===== src/design/edf_pkg.sv =====
`timescale 1ns / 1ps
// ----------------------------------------------------------------------------
// edf_pkg: shared types and constants of the deadline scheduler
// Cell command and candidate words passed along the row of task cells.
// ----------------------------------------------------------------------------
package edf_pkg;

  localparam int TIME_W = 16;
  localparam int DYN_W = TIME_W + 1;
  // slot index width that covers the largest supported slot count (64)
  localparam int SLOT_W = 6;
  localparam logic [TIME_W-1:0] TIME_MAX = {TIME_W{1'b1}};

  localparam logic OP_LOAD = 1'b0;
  localparam logic OP_TICK = 1'b1;

  typedef struct packed {
    logic tick;
    logic load;
    logic is_run;
    logic in_use;
    logic [TIME_W-1:0] budget;
    logic [TIME_W-1:0] deadline;
    logic [TIME_W-1:0] period;
  } cell_cmd_t;

  typedef struct packed {
    logic found;
    logic [SLOT_W-1:0] idx;
    logic signed [DYN_W-1:0] dyn;
    logic run_open;
  } cand_t;

endpackage


===== src/design/edf_if.sv =====
`timescale 1ns / 1ps
// ----------------------------------------------------------------------------
// edf_if: handshake channels of the deadline scheduler
// Input word, result word and configuration write channels.
// ----------------------------------------------------------------------------
interface edf_in_if;
  logic valid;
  logic ready;
  logic operation;
  logic [2:0] task_slot;
  logic [15:0] compute_budget;
  logic [15:0] relative_deadline;
  logic [15:0] task_period;

  modport source (output valid, operation, task_slot, compute_budget, relative_deadline,
                  task_period, input ready);
  modport sink (input valid, operation, task_slot, compute_budget, relative_deadline,
                task_period, output ready);
endinterface

interface edf_out_if;
  logic valid;
  logic ready;
  logic [2:0] chosen_task;
  logic idle;
  logic switched;
  logic preempted;
  logic [31:0] switch_total;
  logic [31:0] preempt_total;

  modport source (output valid, chosen_task, idle, switched, preempted, switch_total,
                  preempt_total, input ready);
  modport sink (input valid, chosen_task, idle, switched, preempted, switch_total,
                preempt_total, output ready);
endinterface

interface edf_cfg_if;
  logic valid;
  logic ready;
  logic [3:0] data;

  modport source (output valid, data, input ready);
  modport sink (input valid, data, output ready);
endinterface


===== src/design/edf_cell.sv =====
`timescale 1ns / 1ps
// ----------------------------------------------------------------------------
// edf_cell: one task slot of the scheduler row
// Holds the slot's timing state, loads it on a load command and updates it on a tick;
// it folds itself into the earliest-deadline candidate handed on to the next cell.
// ----------------------------------------------------------------------------
module edf_cell import edf_pkg::*; #(
  parameter int INDEX = 0
) (
  input  logic      clk,
  input  logic      rst,
  input  cell_cmd_t cmd,
  input  logic      go_in,
  input  cand_t     cand_in,
  output logic      go_out,
  output cand_t     cand_out
);

  logic [TIME_W-1:0] budget, deadline, period, elapsed, served;
  logic done;
  logic signed [DYN_W-1:0] dyn;

  logic [TIME_W-1:0] served_c, served_next, elapsed_z, elapsed_next;
  logic done_next;
  logic signed [DYN_W-1:0] dyn_next;
  logic take;
  cand_t cand_next;

  always_comb begin
    served_c = (cmd.is_run && served != TIME_MAX) ? served + 1'b1 : served;
    done_next = done;
    elapsed_z = elapsed;
    served_next = served_c;
    if (cmd.in_use) begin
      if (served_c >= budget) begin
        done_next = 1'b1;
      end
      if (period == elapsed) begin
        elapsed_z = '0;
        served_next = '0;
        done_next = 1'b0;
      end
    end
    dyn_next = $signed({1'b0, deadline}) - $signed({1'b0, elapsed_z});
    elapsed_next = (elapsed_z != TIME_MAX) ? elapsed_z + 1'b1 : elapsed_z;
  end

  always_comb begin
    take = cmd.in_use && !done && (!cand_in.found || dyn < cand_in.dyn);
    cand_next = cand_in;
    if (take) begin
      cand_next.found = 1'b1;
      cand_next.idx = SLOT_W'(INDEX);
      cand_next.dyn = dyn;
    end
    cand_next.run_open = cand_in.run_open | (cmd.is_run && served < budget);
  end

  always_ff @(posedge clk) begin
    if (rst) begin
      budget <= '0;
      deadline <= '0;
      period <= '0;
      elapsed <= '0;
      served <= '0;
      done <= 1'b0;
      dyn <= '0;
      go_out <= 1'b0;
      cand_out <= '0;
    end else begin
      go_out <= go_in;
      if (go_in) begin
        cand_out <= cand_next;
      end
      if (cmd.load) begin
        budget <= cmd.budget;
        deadline <= cmd.deadline;
        period <= cmd.period;
        elapsed <= '0;
        served <= '0;
        done <= 1'b0;
      end else if (cmd.tick) begin
        served <= served_next;
        if (cmd.in_use) begin
          done <= done_next;
          dyn <= dyn_next;
          elapsed <= elapsed_next;
        end
      end
    end
  end

endmodule


===== src/design/edf_task_scheduler_core.sv =====
`timescale 1ns / 1ps
// ----------------------------------------------------------------------------
// edf_task_scheduler_core: periodic-task deadline scheduler
// A load word goes straight to the decision state, which registers its result.
// For a tick word all cells update at the accepting edge, the candidate walks the
// row one cell per cycle and is handed over to the decision state, which registers
// the decision. A new word is taken only once the result of the last is registered;
// a stall at the output holds the decision state and with it the input.
// Synchronous reset clears all slots, counters and task_count.
// ----------------------------------------------------------------------------
module edf_task_scheduler_core import edf_pkg::*; #(
  parameter int MAX_TASKS = 8
) (
  input  logic clk,
  input  logic rst,
  edf_cfg_if.sink    cfg,
  edf_in_if.sink     sched_in,
  edf_out_if.source  sched_out
);

  localparam int RUN_W = $clog2(MAX_TASKS + 1);
  localparam logic [RUN_W-1:0] IDLE_CODE = RUN_W'(MAX_TASKS);

  localparam logic [1:0] ST_IDLE = 2'd0;
  localparam logic [1:0] ST_SCAN = 2'd1;
  localparam logic [1:0] ST_DONE = 2'd2;

  logic [1:0] st;
  logic is_load;
  logic scan_start;
  logic [3:0] task_count;
  logic [RUN_W-1:0] running;
  logic [31:0] switch_cnt, preempt_cnt;

  logic out_valid;
  logic [2:0] out_chosen;
  logic out_idle, out_sw, out_pre;
  logic [31:0] out_sw_total, out_pre_total;

  logic in_fire, tick_fire, load_fire, can_emit, emit;
  cell_cmd_t cmd_bus [MAX_TASKS];
  cand_t cand_bus [MAX_TASKS+1];
  logic [MAX_TASKS:0] go_bus;

  cand_t last;
  logic [RUN_W-1:0] pick, running_next;
  logic sw_n, pre_n;
  logic [31:0] switch_cnt_next, preempt_cnt_next;

  assign cfg.ready = 1'b1;
  assign sched_in.ready = (st == ST_IDLE);
  assign in_fire = sched_in.valid && sched_in.ready;
  assign tick_fire = in_fire && (sched_in.operation == OP_TICK);
  assign load_fire = in_fire && (sched_in.operation == OP_LOAD);

  assign cand_bus[0] = '0;
  assign go_bus[0] = scan_start;

  for (genvar k = 0; k < MAX_TASKS; k++) begin : g_cell
    always_comb begin
      cmd_bus[k].tick = tick_fire;
      cmd_bus[k].load = load_fire && (int'(sched_in.task_slot) == k);
      cmd_bus[k].is_run = (running == RUN_W'(k));
      cmd_bus[k].in_use = (int'(task_count) > k);
      cmd_bus[k].budget = sched_in.compute_budget;
      cmd_bus[k].deadline = sched_in.relative_deadline;
      cmd_bus[k].period = sched_in.task_period;
    end

    edf_cell #(.INDEX(k)) u_cell (
      .clk      (clk),
      .rst      (rst),
      .cmd      (cmd_bus[k]),
      .go_in    (go_bus[k]),
      .cand_in  (cand_bus[k]),
      .go_out   (go_bus[k+1]),
      .cand_out (cand_bus[k+1])
    );
  end

  // decision from the candidate at the end of the row
  always_comb begin
    last = cand_bus[MAX_TASKS];
    pick = RUN_W'(last.idx);
    sw_n = !is_load && last.found && (pick != running);
    pre_n = sw_n && (running != IDLE_CODE) && last.run_open;
    if (is_load) begin
      running_next = running;
    end else if (last.found) begin
      running_next = pick;
    end else begin
      running_next = IDLE_CODE;
    end
    switch_cnt_next = sw_n ? switch_cnt + 32'd1 : switch_cnt;
    preempt_cnt_next = pre_n ? preempt_cnt + 32'd1 : preempt_cnt;
  end

  assign can_emit = !out_valid || sched_out.ready;
  assign emit = (st == ST_DONE) && can_emit;

  always_ff @(posedge clk) begin
    if (rst) begin
      st <= ST_IDLE;
      is_load <= 1'b0;
      scan_start <= 1'b0;
      task_count <= '0;
      running <= IDLE_CODE;
      switch_cnt <= '0;
      preempt_cnt <= '0;
      out_valid <= 1'b0;
    end else begin
      scan_start <= tick_fire;
      if (cfg.valid && cfg.ready) begin
        task_count <= cfg.data;
      end
      if (emit) begin
        out_valid <= 1'b1;
      end else if (sched_out.ready) begin
        out_valid <= 1'b0;
      end
      unique case (st)
        ST_IDLE: begin
          if (in_fire) begin
            is_load <= load_fire;
            st <= load_fire ? ST_DONE : ST_SCAN;
          end
        end
        ST_SCAN: begin
          if (go_bus[MAX_TASKS]) begin
            st <= ST_DONE;
          end
        end
        ST_DONE: begin
          if (can_emit) begin
            running <= running_next;
            switch_cnt <= switch_cnt_next;
            preempt_cnt <= preempt_cnt_next;
            st <= ST_IDLE;
          end
        end
        default: begin
          st <= ST_IDLE;
        end
      endcase
    end
  end

  always_ff @(posedge clk) begin
    if (emit) begin
      out_chosen <= (running_next == IDLE_CODE) ? 3'd0 : 3'(running_next);
      out_idle <= (running_next == IDLE_CODE);
      out_sw <= sw_n;
      out_pre <= pre_n;
      out_sw_total <= switch_cnt_next;
      out_pre_total <= preempt_cnt_next;
    end
  end

  assign sched_out.valid = out_valid;
  assign sched_out.chosen_task = out_chosen;
  assign sched_out.idle = out_idle;
  assign sched_out.switched = out_sw;
  assign sched_out.preempted = out_pre;
  assign sched_out.switch_total = out_sw_total;
  assign sched_out.preempt_total = out_pre_total;

  a_go_single: assert property (@(posedge clk) disable iff (rst) $onehot0(go_bus))
    else $error("more than one cell active in the scan");

  a_pre_needs_sw: assert property (@(posedge clk) disable iff (rst)
    sched_out.valid && sched_out.preempted |-> sched_out.switched && !sched_out.idle)
    else $error("preemption reported without a switch");

  a_sw_count: assert property (@(posedge clk) disable iff (rst)
    emit && sw_n |=> switch_cnt == $past(switch_cnt) + 32'd1)
    else $error("switch counter did not advance");

  a_no_accept_busy: assert property (@(posedge clk) disable iff (rst)
    st == ST_SCAN |-> !sched_in.ready)
    else $error("input taken during scan");

endmodule

===== src/flat_wrapper.sv =====
// flat-port wrapper written by rule: the top's interface ports become plain ports
module edf_task_scheduler_core_flat import edf_pkg::*;
#(
  parameter int MAX_TASKS = 8
)
  (clk, rst, cfg_valid, cfg_data, cfg_ready, sched_in_valid, sched_in_operation, sched_in_task_slot, sched_in_compute_budget, sched_in_relative_deadline, sched_in_task_period, sched_in_ready, sched_out_valid, sched_out_chosen_task, sched_out_idle, sched_out_switched, sched_out_preempted, sched_out_switch_total, sched_out_preempt_total, sched_out_ready);
  edf_cfg_if cfg_i ();
  edf_in_if sched_in_i ();
  edf_out_if sched_out_i ();
  input  logic clk;
  input  logic rst;
  input wire logic [$bits(cfg_i.valid)-1:0] cfg_valid;
  input wire logic [$bits(cfg_i.data)-1:0] cfg_data;
  output wire logic [$bits(cfg_i.ready)-1:0] cfg_ready;
  input wire logic [$bits(sched_in_i.valid)-1:0] sched_in_valid;
  input wire logic [$bits(sched_in_i.operation)-1:0] sched_in_operation;
  input wire logic [$bits(sched_in_i.task_slot)-1:0] sched_in_task_slot;
  input wire logic [$bits(sched_in_i.compute_budget)-1:0] sched_in_compute_budget;
  input wire logic [$bits(sched_in_i.relative_deadline)-1:0] sched_in_relative_deadline;
  input wire logic [$bits(sched_in_i.task_period)-1:0] sched_in_task_period;
  output wire logic [$bits(sched_in_i.ready)-1:0] sched_in_ready;
  output wire logic [$bits(sched_out_i.valid)-1:0] sched_out_valid;
  output wire logic [$bits(sched_out_i.chosen_task)-1:0] sched_out_chosen_task;
  output wire logic [$bits(sched_out_i.idle)-1:0] sched_out_idle;
  output wire logic [$bits(sched_out_i.switched)-1:0] sched_out_switched;
  output wire logic [$bits(sched_out_i.preempted)-1:0] sched_out_preempted;
  output wire logic [$bits(sched_out_i.switch_total)-1:0] sched_out_switch_total;
  output wire logic [$bits(sched_out_i.preempt_total)-1:0] sched_out_preempt_total;
  input wire logic [$bits(sched_out_i.ready)-1:0] sched_out_ready;
  assign cfg_i.valid = cfg_valid;
  assign cfg_i.data = cfg_data;
  assign cfg_ready = cfg_i.ready;
  assign sched_in_i.valid = sched_in_valid;
  assign sched_in_i.operation = sched_in_operation;
  assign sched_in_i.task_slot = sched_in_task_slot;
  assign sched_in_i.compute_budget = sched_in_compute_budget;
  assign sched_in_i.relative_deadline = sched_in_relative_deadline;
  assign sched_in_i.task_period = sched_in_task_period;
  assign sched_in_ready = sched_in_i.ready;
  assign sched_out_valid = sched_out_i.valid;
  assign sched_out_chosen_task = sched_out_i.chosen_task;
  assign sched_out_idle = sched_out_i.idle;
  assign sched_out_switched = sched_out_i.switched;
  assign sched_out_preempted = sched_out_i.preempted;
  assign sched_out_switch_total = sched_out_i.switch_total;
  assign sched_out_preempt_total = sched_out_i.preempt_total;
  assign sched_out_i.ready = sched_out_ready;
  edf_task_scheduler_core #(.MAX_TASKS(MAX_TASKS)) u_core (.clk(clk), .rst(rst), .cfg(cfg_i), .sched_in(sched_in_i), .sched_out(sched_out_i));
endmodule

===== config.mk =====
export PLATFORM = sky130hd
export DESIGN_NAME = edf_task_scheduler_core_flat
export DESIGN_NICKNAME = d
export VERILOG_FILES = /design/src/design/edf_pkg.sv /design/src/design/edf_if.sv /design/src/design/edf_cell.sv /design/src/design/edf_task_scheduler_core.sv /design/src/flat_wrapper.sv
export SDC_FILE = /design/constraint.sdc
export NUM_CORES = 2
export LEC_CHECK = 0
export ABC_CLOCK_PERIOD_IN_PS = 3610
export BUFFER_PORTS_ARGS = -buffer_cell sky130_fd_sc_hd__buf_2
export CORE_MARGIN = 8
export CORE_UTILIZATION = 50
export DETAILED_ROUTE_END_ITERATION = 12
export PLACE_DENSITY = 0.67
export SETUP_SLACK_MARGIN = 0.5
export SYNTH_ARGS = -nofsm -noshare
export SYNTH_HDL_FRONTEND = slang
export SYNTH_SLANG_ARGS = --single-unit

===== constraint.sdc =====
create_clock -name clk -period 3.61 [get_ports clk]
set_clock_uncertainty 0.05 [all_clocks]
set_input_delay 0.5415 -clock clk [delete_from_list [all_inputs] [get_ports clk]]
set_output_delay 0.5415 -clock clk [all_outputs]
set_load 0.01 [all_outputs]

== Word level (Yosys, flattened, before mapping) ==
Cells that the tools add are included.

* Add/subtract/negate cells: 26
* $lt $le $gt $ge: 31
* Equality and inequality tests: 46
* Mux-type cells: 83
* Bitwise logic cells: 16
* Reduce and logical (&&, ||, !) cells: 119

{| class="wikitable"
|+ Operator list
! cell !! number
|-
| 2-to-1 mux 16 bit || 48
|-
| adder 16 x 1 -> 16 bit, second input constant || 16
|-
| inequality test 16 bit, second input constant || 16
|-
| 2-to-1 mux 24 bit || 8
|-
| subtractor 16 x 16 -> 17 bit || 8
|-
| == test 16 bit || 8
|-
| >= comparator 16 bit || 8
|-
| < comparator 16 bit || 8
|-
| < comparator 17 bit || 7
|-
| adder 32 x 1 -> 32 bit, second input constant || 2
|-
| 2-to-1 mux 32 bit || 2
|-
| AND reduction 3 bit || 17
|-
| logical AND 1 bit || 47
|-
| AND reduction 2 bit || 10
|-
| 2-to-1 mux 1 bit || 18
|-
| nonzero test 2 bit || 9
|-
| zero test 1 bit || 17
|-
| == test 4 x 3 -> 1 bit, second input constant || 4
|-
| > comparator 4 x 3 -> 1 bit, second input constant || 4
|-
| OR reduction 2 bit || 8
|-
| == test 3 bit, second input constant || 4
|-
| NOT 1 bit || 9
|-
| == test 4 x 2 -> 1 bit, second input constant || 2
|-
| > comparator 4 x 1 -> 1 bit, second input constant || 2
|-
| other kinds (19) || 39
|}

* Register bits after elaboration: 1120
* Bits of input ports: 61
* Output and inout bits: 73
* Word-level logic and storage cells: 430

== Logic depth before layout (Yosys ltp) ==
* Depth in word-level cells: 6
* Mapped depth: 18
* Mapped depth without buffers: 16

== Cells and area by module ==
A second synthesis with hierarchy kept.

* Cell total of the unflattened synthesis: 7986
* Area, all modules: 68080.3 sq um

{| class="wikitable"
|+ By module, submodules not included
! module !! instances !! cells an instance !! area each (sq um) !! sequential area each (sq um)
|-
| edf_cell (u_core.g_cell[2].u_cell ...) || 2 || 902 || 7561.0 || 2482.4
|-
| edf_cell (u_core.g_cell[6].u_cell) || 1 || 926 || 7788.7 || 2482.4
|-
| edf_cell (u_core.g_cell[7].u_cell) || 1 || 928 || 7788.7 || 2482.4
|-
| edf_cell (u_core.g_cell[5].u_cell) || 1 || 926 || 7757.4 || 2482.4
|-
| edf_cell (u_core.g_cell[0].u_cell) || 1 || 893 || 7666.1 || 2482.4
|-
| edf_cell (u_core.g_cell[1].u_cell) || 1 || 902 || 7559.8 || 2482.4
|-
| edf_cell (u_core.g_cell[3].u_cell) || 1 || 882 || 7395.8 || 2482.4
|-
| edf_task_scheduler_core || 1 || 725 || 7001.7 || 3643.5
|}

== Worst setup path before layout ==
Ideal clock, no wire load.

* Path type: register -> register
* Start: register u_core.task_count[2]
* End: register u_core.g_cell[3].u_cell.dyn[15]
* Setup time: 86 ps
* Arrival: 3815 ps
* Data required time: 3474 ps
* Path slack: -341 ps
* Cell stages (with the launch flop): 17
* Buffers on the path: 4
* Period minus slack after synthesis: 3951 ps
* Path through: dfxtp_1 or2_2 clkbuf_1 nand4_1 clkbuf_1 clkbuf_1 clkbuf_1 nand2_1 ha_1 a21o_1 a21o_1 a21o_1 and2_1 o41a_1 o41ai_1 xor2_1 a211oi_1

* Word-level cells in the longest chain between the ends: 3
* Elaborated cells between the ends (all ways): 4
* Classes of those cells: 1 x add/sub; 1 x order compare; 1 x mux; 1 x reduce/logical

{| class="wikitable"
|+ RTL lines
! what !! RTL line !! text
|-
| start: declaration || edf_task_scheduler_core.sv:31 || <nowiki>logic [3:0] task_count;</nowiki>
|-
| start signal: assignment || edf_task_scheduler_core.sv:114 || <nowiki>task_count <= cfg.data;</nowiki>
|-
| > comparator 4 x 2 -> 1 bit * || edf_task_scheduler_core.sv:64 || <nowiki>cmd_bus[k].in_use = (int'(task_count) > k);</nowiki>
|-
| 2-to-1 mux 16 bit || edf_cell.sv:34 || <nowiki>if (cmd.in_use) begin</nowiki>
|-
| subtractor 16 x 16 -> 17 bit || edf_cell.sv:44 || <nowiki>dyn_next = $signed({1'b0, deadline}) - $signed({1'b0, elapsed_z});</nowiki>
|-
| end signal: assignment || edf_cell.sv:86 || <nowiki>dyn <= dyn_next;</nowiki>
|-
| end: declaration || edf_cell.sv:21 || <nowiki>logic signed [DYN_W-1:0] dyn;</nowiki>
|}

Every way passes the cells marked *; elsewhere a longest branch is shown, timed or not.
A chain may end at the register's enable or synchronous reset.

== Worst setup path in the final report ==
* Start: register u_core.g_cell[7].u_cell.period[4]
* End: register u_core.g_cell[7].u_cell.dyn[16]

* Word-level cells in the longest chain between the ends: 4

{| class="wikitable"
|+ RTL lines
! what !! RTL line !! text
|-
| start: declaration || edf_cell.sv:19 || <nowiki>logic [TIME_W-1:0] budget, deadline, period, elapsed, served;</nowiki>
|-
| start signal: assignment || edf_cell.sv:78 || <nowiki>period <= cmd.period;</nowiki>
|-
| == test 16 bit || edf_cell.sv:38 || <nowiki>if (period == elapsed) begin</nowiki>
|-
| 2-to-1 mux 16 bit || edf_cell.sv:38 ||
|-
| 2-to-1 mux 16 bit || edf_cell.sv:34 ||
|-
| subtractor 16 x 16 -> 17 bit || edf_cell.sv:44 ||
|-
| end signal: assignment || edf_cell.sv:86 ||
|-
| end: declaration || edf_cell.sv:21 ||
|}

No other way between the ends.

==> summary.txt <==
Drt
  – Vias: 56,100
  – # DRC: 0
  – Pre-antenna DRT Iters: 6
  – Met1 WL: 84.3 mm
  – Met3 wire length: 13.1 mm
  – Via/cell ratio: 5.82
  – Detailed Route WL: 198 mm
  – Starting DRT DRC Count: 4,272
  – Antenna-violating nets left: 0
  – Top routing layer in use: met4
  – Met2 Wirelength: 90.9 mm
  – Routed len/inst: 20.6 µm

Yosys
  – Post-synthesis sequential area ratio: 0.368
  – Synth cell types: 96
  – Syn Inst Count: 7,632
  – Syn. warnings: 0
  – Syn avg cell area: 8.04 µm²
  – Primary FF master, synth: dfxtp_1
  – Post-synth EDFFs: 70
  – Synthesized cell area: 61,300 µm²
  – Post-Syn Nets: 8,207
  – Asr flop ratio synth: 0
  – Synthesis-stage register bit count: 1,091

Worst setup path
  – Worst-path cell chain: xor2_1, nor4_2, nand2_1, or4_4, and2_4, ha_4, inv_2, fa_2, nand3_2, a211oi_2, nor3_2, o41ai_2, a31oi_2, o21bai_1, a211o_1, a21oi_1
  – Critical Path Source: u_core.g_cell[7].u_cell.period[4]
  – Crit path capture type: flip-flop
  – CP peak stage delay: 0.48 ns
  – Worst-path fanout max: 5
  – Worst Setup Start Kind: flip-flop
  – RR Startpoint: u_core.g_cell[7].u_cell.period[4]
  – Required @ worst endpoint: 4.16 ns
  – Slowest-stage cell, CP: or4_4
  – CP arrival: 4.11 ns
  – CP Class: reg2reg

Power
  – P_leak: 0.0278 µW
  – Combinational fraction of design power: 0.094
  – Clock Power Share: 0.465
  – Sw Share: 0.252
  – Total power: 28,100 µW
  – Switch Pwr: 7080 µW
  – Power density cells: 381 nW/µm²
  – Sequential Power Share: 0.441
  – Pint: 21,000 µW
  – Worst-case vdd ir drop: 430 µV

Place
  – DP Wirelength: 137 mm
  – Placed cell count: 9,209
  – Port bufs: 132
  – RePlAce Congestion: 0.927

Final layout
  – Post-layout nets: 8,488
  – Highest-count cells in the layout ignoring fill and taps: nand2_1, dfxtp_1, a21oi_1, nor2_1, ha_1
  – Final non-filler cell total: 9,637
  – Most common cell after layout, fill and taps aside: nand2_1
  – Synth-to-Final Area Change: 20.1%
  – Layout cells sized above 1: 0.181
  – Filler cells: 10,600

STA
  – FMAX: 0.281 GHz
  – Worst slew margin: 0.291
  – Worst Tran Pin Value: 1.06 ns
  – Min Tclk post-route: 3.55 ns
  – Final Setup Violations: 0
  – RSZ-0062 raised after global routing: true
  – Period utilization: 0.985
  – Fin. Hold Viols: 0
  – Max Transition Viols Final: 0

Global route
  – GRT Overall Usage: 0.276
  – Number of antenna violations at the first check in global routing: 6
  – First-pass GRT wire length: 302 mm
  – Largest net degree at the start of global routing: 141
  – Total gr overflow: 0
  – Number of global-route vias before repair: 53,200

Worst hold path
  – Hold WC Path Type: in2reg
  – Hold_sp: sched_out_ready

CTS
  – Htree depth: 3
  – Cts bufs inserted: 120
  – CTS tree: yes
  – Clock Latency Late Sink: 0.76 ns
  – Clk root buf: clkbuf_16
  – Clk pin slew, worst setup/hold paths: 0.06 ns
  – CTS Sinks: 1,091
  – CTS max path bufs: 3

Floorplanning
  – Die outline width: 366 µm
  – Ports: 134
  – Die area: 134,000 µm²
  – # rows: 128
  – Starting density of the core: 0.504
  – Die Height: 366 µm
  – Core ar.: 122,000 µm²

Status
  – Status: finished, final reports clean

Flow run
  – Max Cap Viol: 0
-- Yosys cell counts (all sizes together), types with 42 or more instances --
master  count  area share
and3       73      0.0074
nor2      656       0.040
a22oi      64      0.0078
dfxtp    1021        0.33
nor3      150       0.012
edfxtp     70       0.034
nand2    1408       0.086
inv       310       0.019
buf       103      0.0097
nand4     142       0.014
xnor2     264       0.038
o21ai     195       0.016
a21o      161       0.020
mux2i      86       0.014
a21oi     787       0.064
nor2b      50      0.0051
a31oi      42      0.0047
or3        67      0.0068
nand2b     53      0.0054
xor2      222       0.032
clkbuf    349       0.021
a211oi    137       0.017
o21a       44      0.0054
ha        506        0.10
nand3     195       0.016
-- per-layer routing --
metal | global-route usage | vias up
met5 | 0 | -
met4 | 0.122 | 0
met3 | 0.0477 | 498
met2 | 0.452 | 1898
met1 | 0.357 | 26700
li1 | - | 27000
-- metrics by stage --
step	TNS [ns]	hold WS, ns	instance area, µm²	util	setup WS, ns
6_report	0	0.0818	73600	0.605	0.0551
5_1_grt	-0.497	0.0726	73600	0.605	-0.133
4_1_cts	0	0.0417	71400	0.587	0.126
3_5_place_dp	-0.0303	0.396	65100	0.535	-0.0303
3_3_place_gp	-0.0306	0.391	65100	0.535	-0.0306
2_1_floorplan	0	0.382	62400	-	0.0595
-- worst max-delay path: cells and delay by family, from the launching register on --
family / cells / cell delay [ns]
compound gates: 6 / 1.19
xor+xnor: 1 / 0.17
fa+ha+maj: 2 / 0.35
buf+inv: 1 / 0.05
flops: 1 / 0.32
simple gates: 6 / 1.25
-- kinds of logic (layout without fill, tap and decap cells) --
| family | count (synthesis) | in the layout | share of synthesized area |
|---|---|---|---|
| and+or+nand+nor | 3019 | 3019 | 0.222 |
| AOI/OAI and AO/OA | 1660 | 1660 | 0.169 |
| DFF | 1091 | 1091 | 0.368 |
| buffers and inverters | 763 | 1141 | 0.0502 |
| adders and majority gates | 514 | 514 | 0.106 |
| xor gates and xnor gates | 486 | 486 | 0.0694 |
| muxes | 98 | 98 | 0.0162 |
| other | 1 | 3 | 0.0000611 |
-- worst paths after layout --
check / end / slack, ns / cells past startpoint
worst max-delay path: u_core.g_cell[7].u_cell.dyn[16] / 0.06 / 16
worst min-delay path: u_core.sched_out.valid / 0.08 / 3
worst max register to register: u_core.g_cell[7].u_cell.dyn[16] / 0.06 / 16
worst min register to register: u_core.g_cell[7].u_cell.budget[5] / 0.40 / 2
-- what timing repair did --
item | 4_1_cts | 5_1_grt
hold buffers | 1 | 0
buffers inserted | 119 | 82
hold endpoints to repair | 1 | 0
pin swaps | 172 | 203
gates resized for setup | 286 | 372
setup endpoints to repair | 140 | 239
cloned | 5 | 0
-- power by group through the flow --
stage / combinational (µW) / clock, µW / sequential (µW)
after floorplan: 1430 / 0 / 12600
after global placement: 2160 / 0 / 12700
after detailed placement: 2180 / 0 / 12700
after CTS: 2410 / 13300 / 12400
after global routing: 2810 / 13800 / 12400
final: 2650 / 13100 / 12400
-- layout make-up --
class	instances	area, µm²	share of cell area
clock buffers	174	3490	0.0473
inverters	311	1180	0.0161
clock inverters	45	724	0.00984
flip-flops and latches	1091	22700	0.309
well taps	1625	2030	0.0276
repair buffers	611	4710	0.0639
multi-input cells	5778	38800	0.527
diodes	2	5.00	0.0000680
-- flip-flops by register name, summed over array words and instances (netlist names), 2 cells and up --
signal and flops:
u_core.sched_out.switch_total 32, u_core.g_cell.u_cell.budget 128, u_core.g_cell.u_cell.cand_out 152, u_core.g_cell.u_cell.served 128
u_core.sched_out.preempt_total 32, u_core.g_cell.u_cell.period 128, u_core.g_cell.u_cell.elapsed 128, u_core.task_count 4
u_core.g_cell.u_cell.dyn 136, u_core.switch_cnt 32, u_core.sched_out.chosen_task 3, u_core.g_cell.u_cell.done 8
u_core.running 4, u_core.preempt_cnt 32, u_core.g_cell.u_cell.go_out 8, u_core.st 2
u_core.g_cell.u_cell.deadline 128
Note: power is estimated with default switching activity, not from simulation.
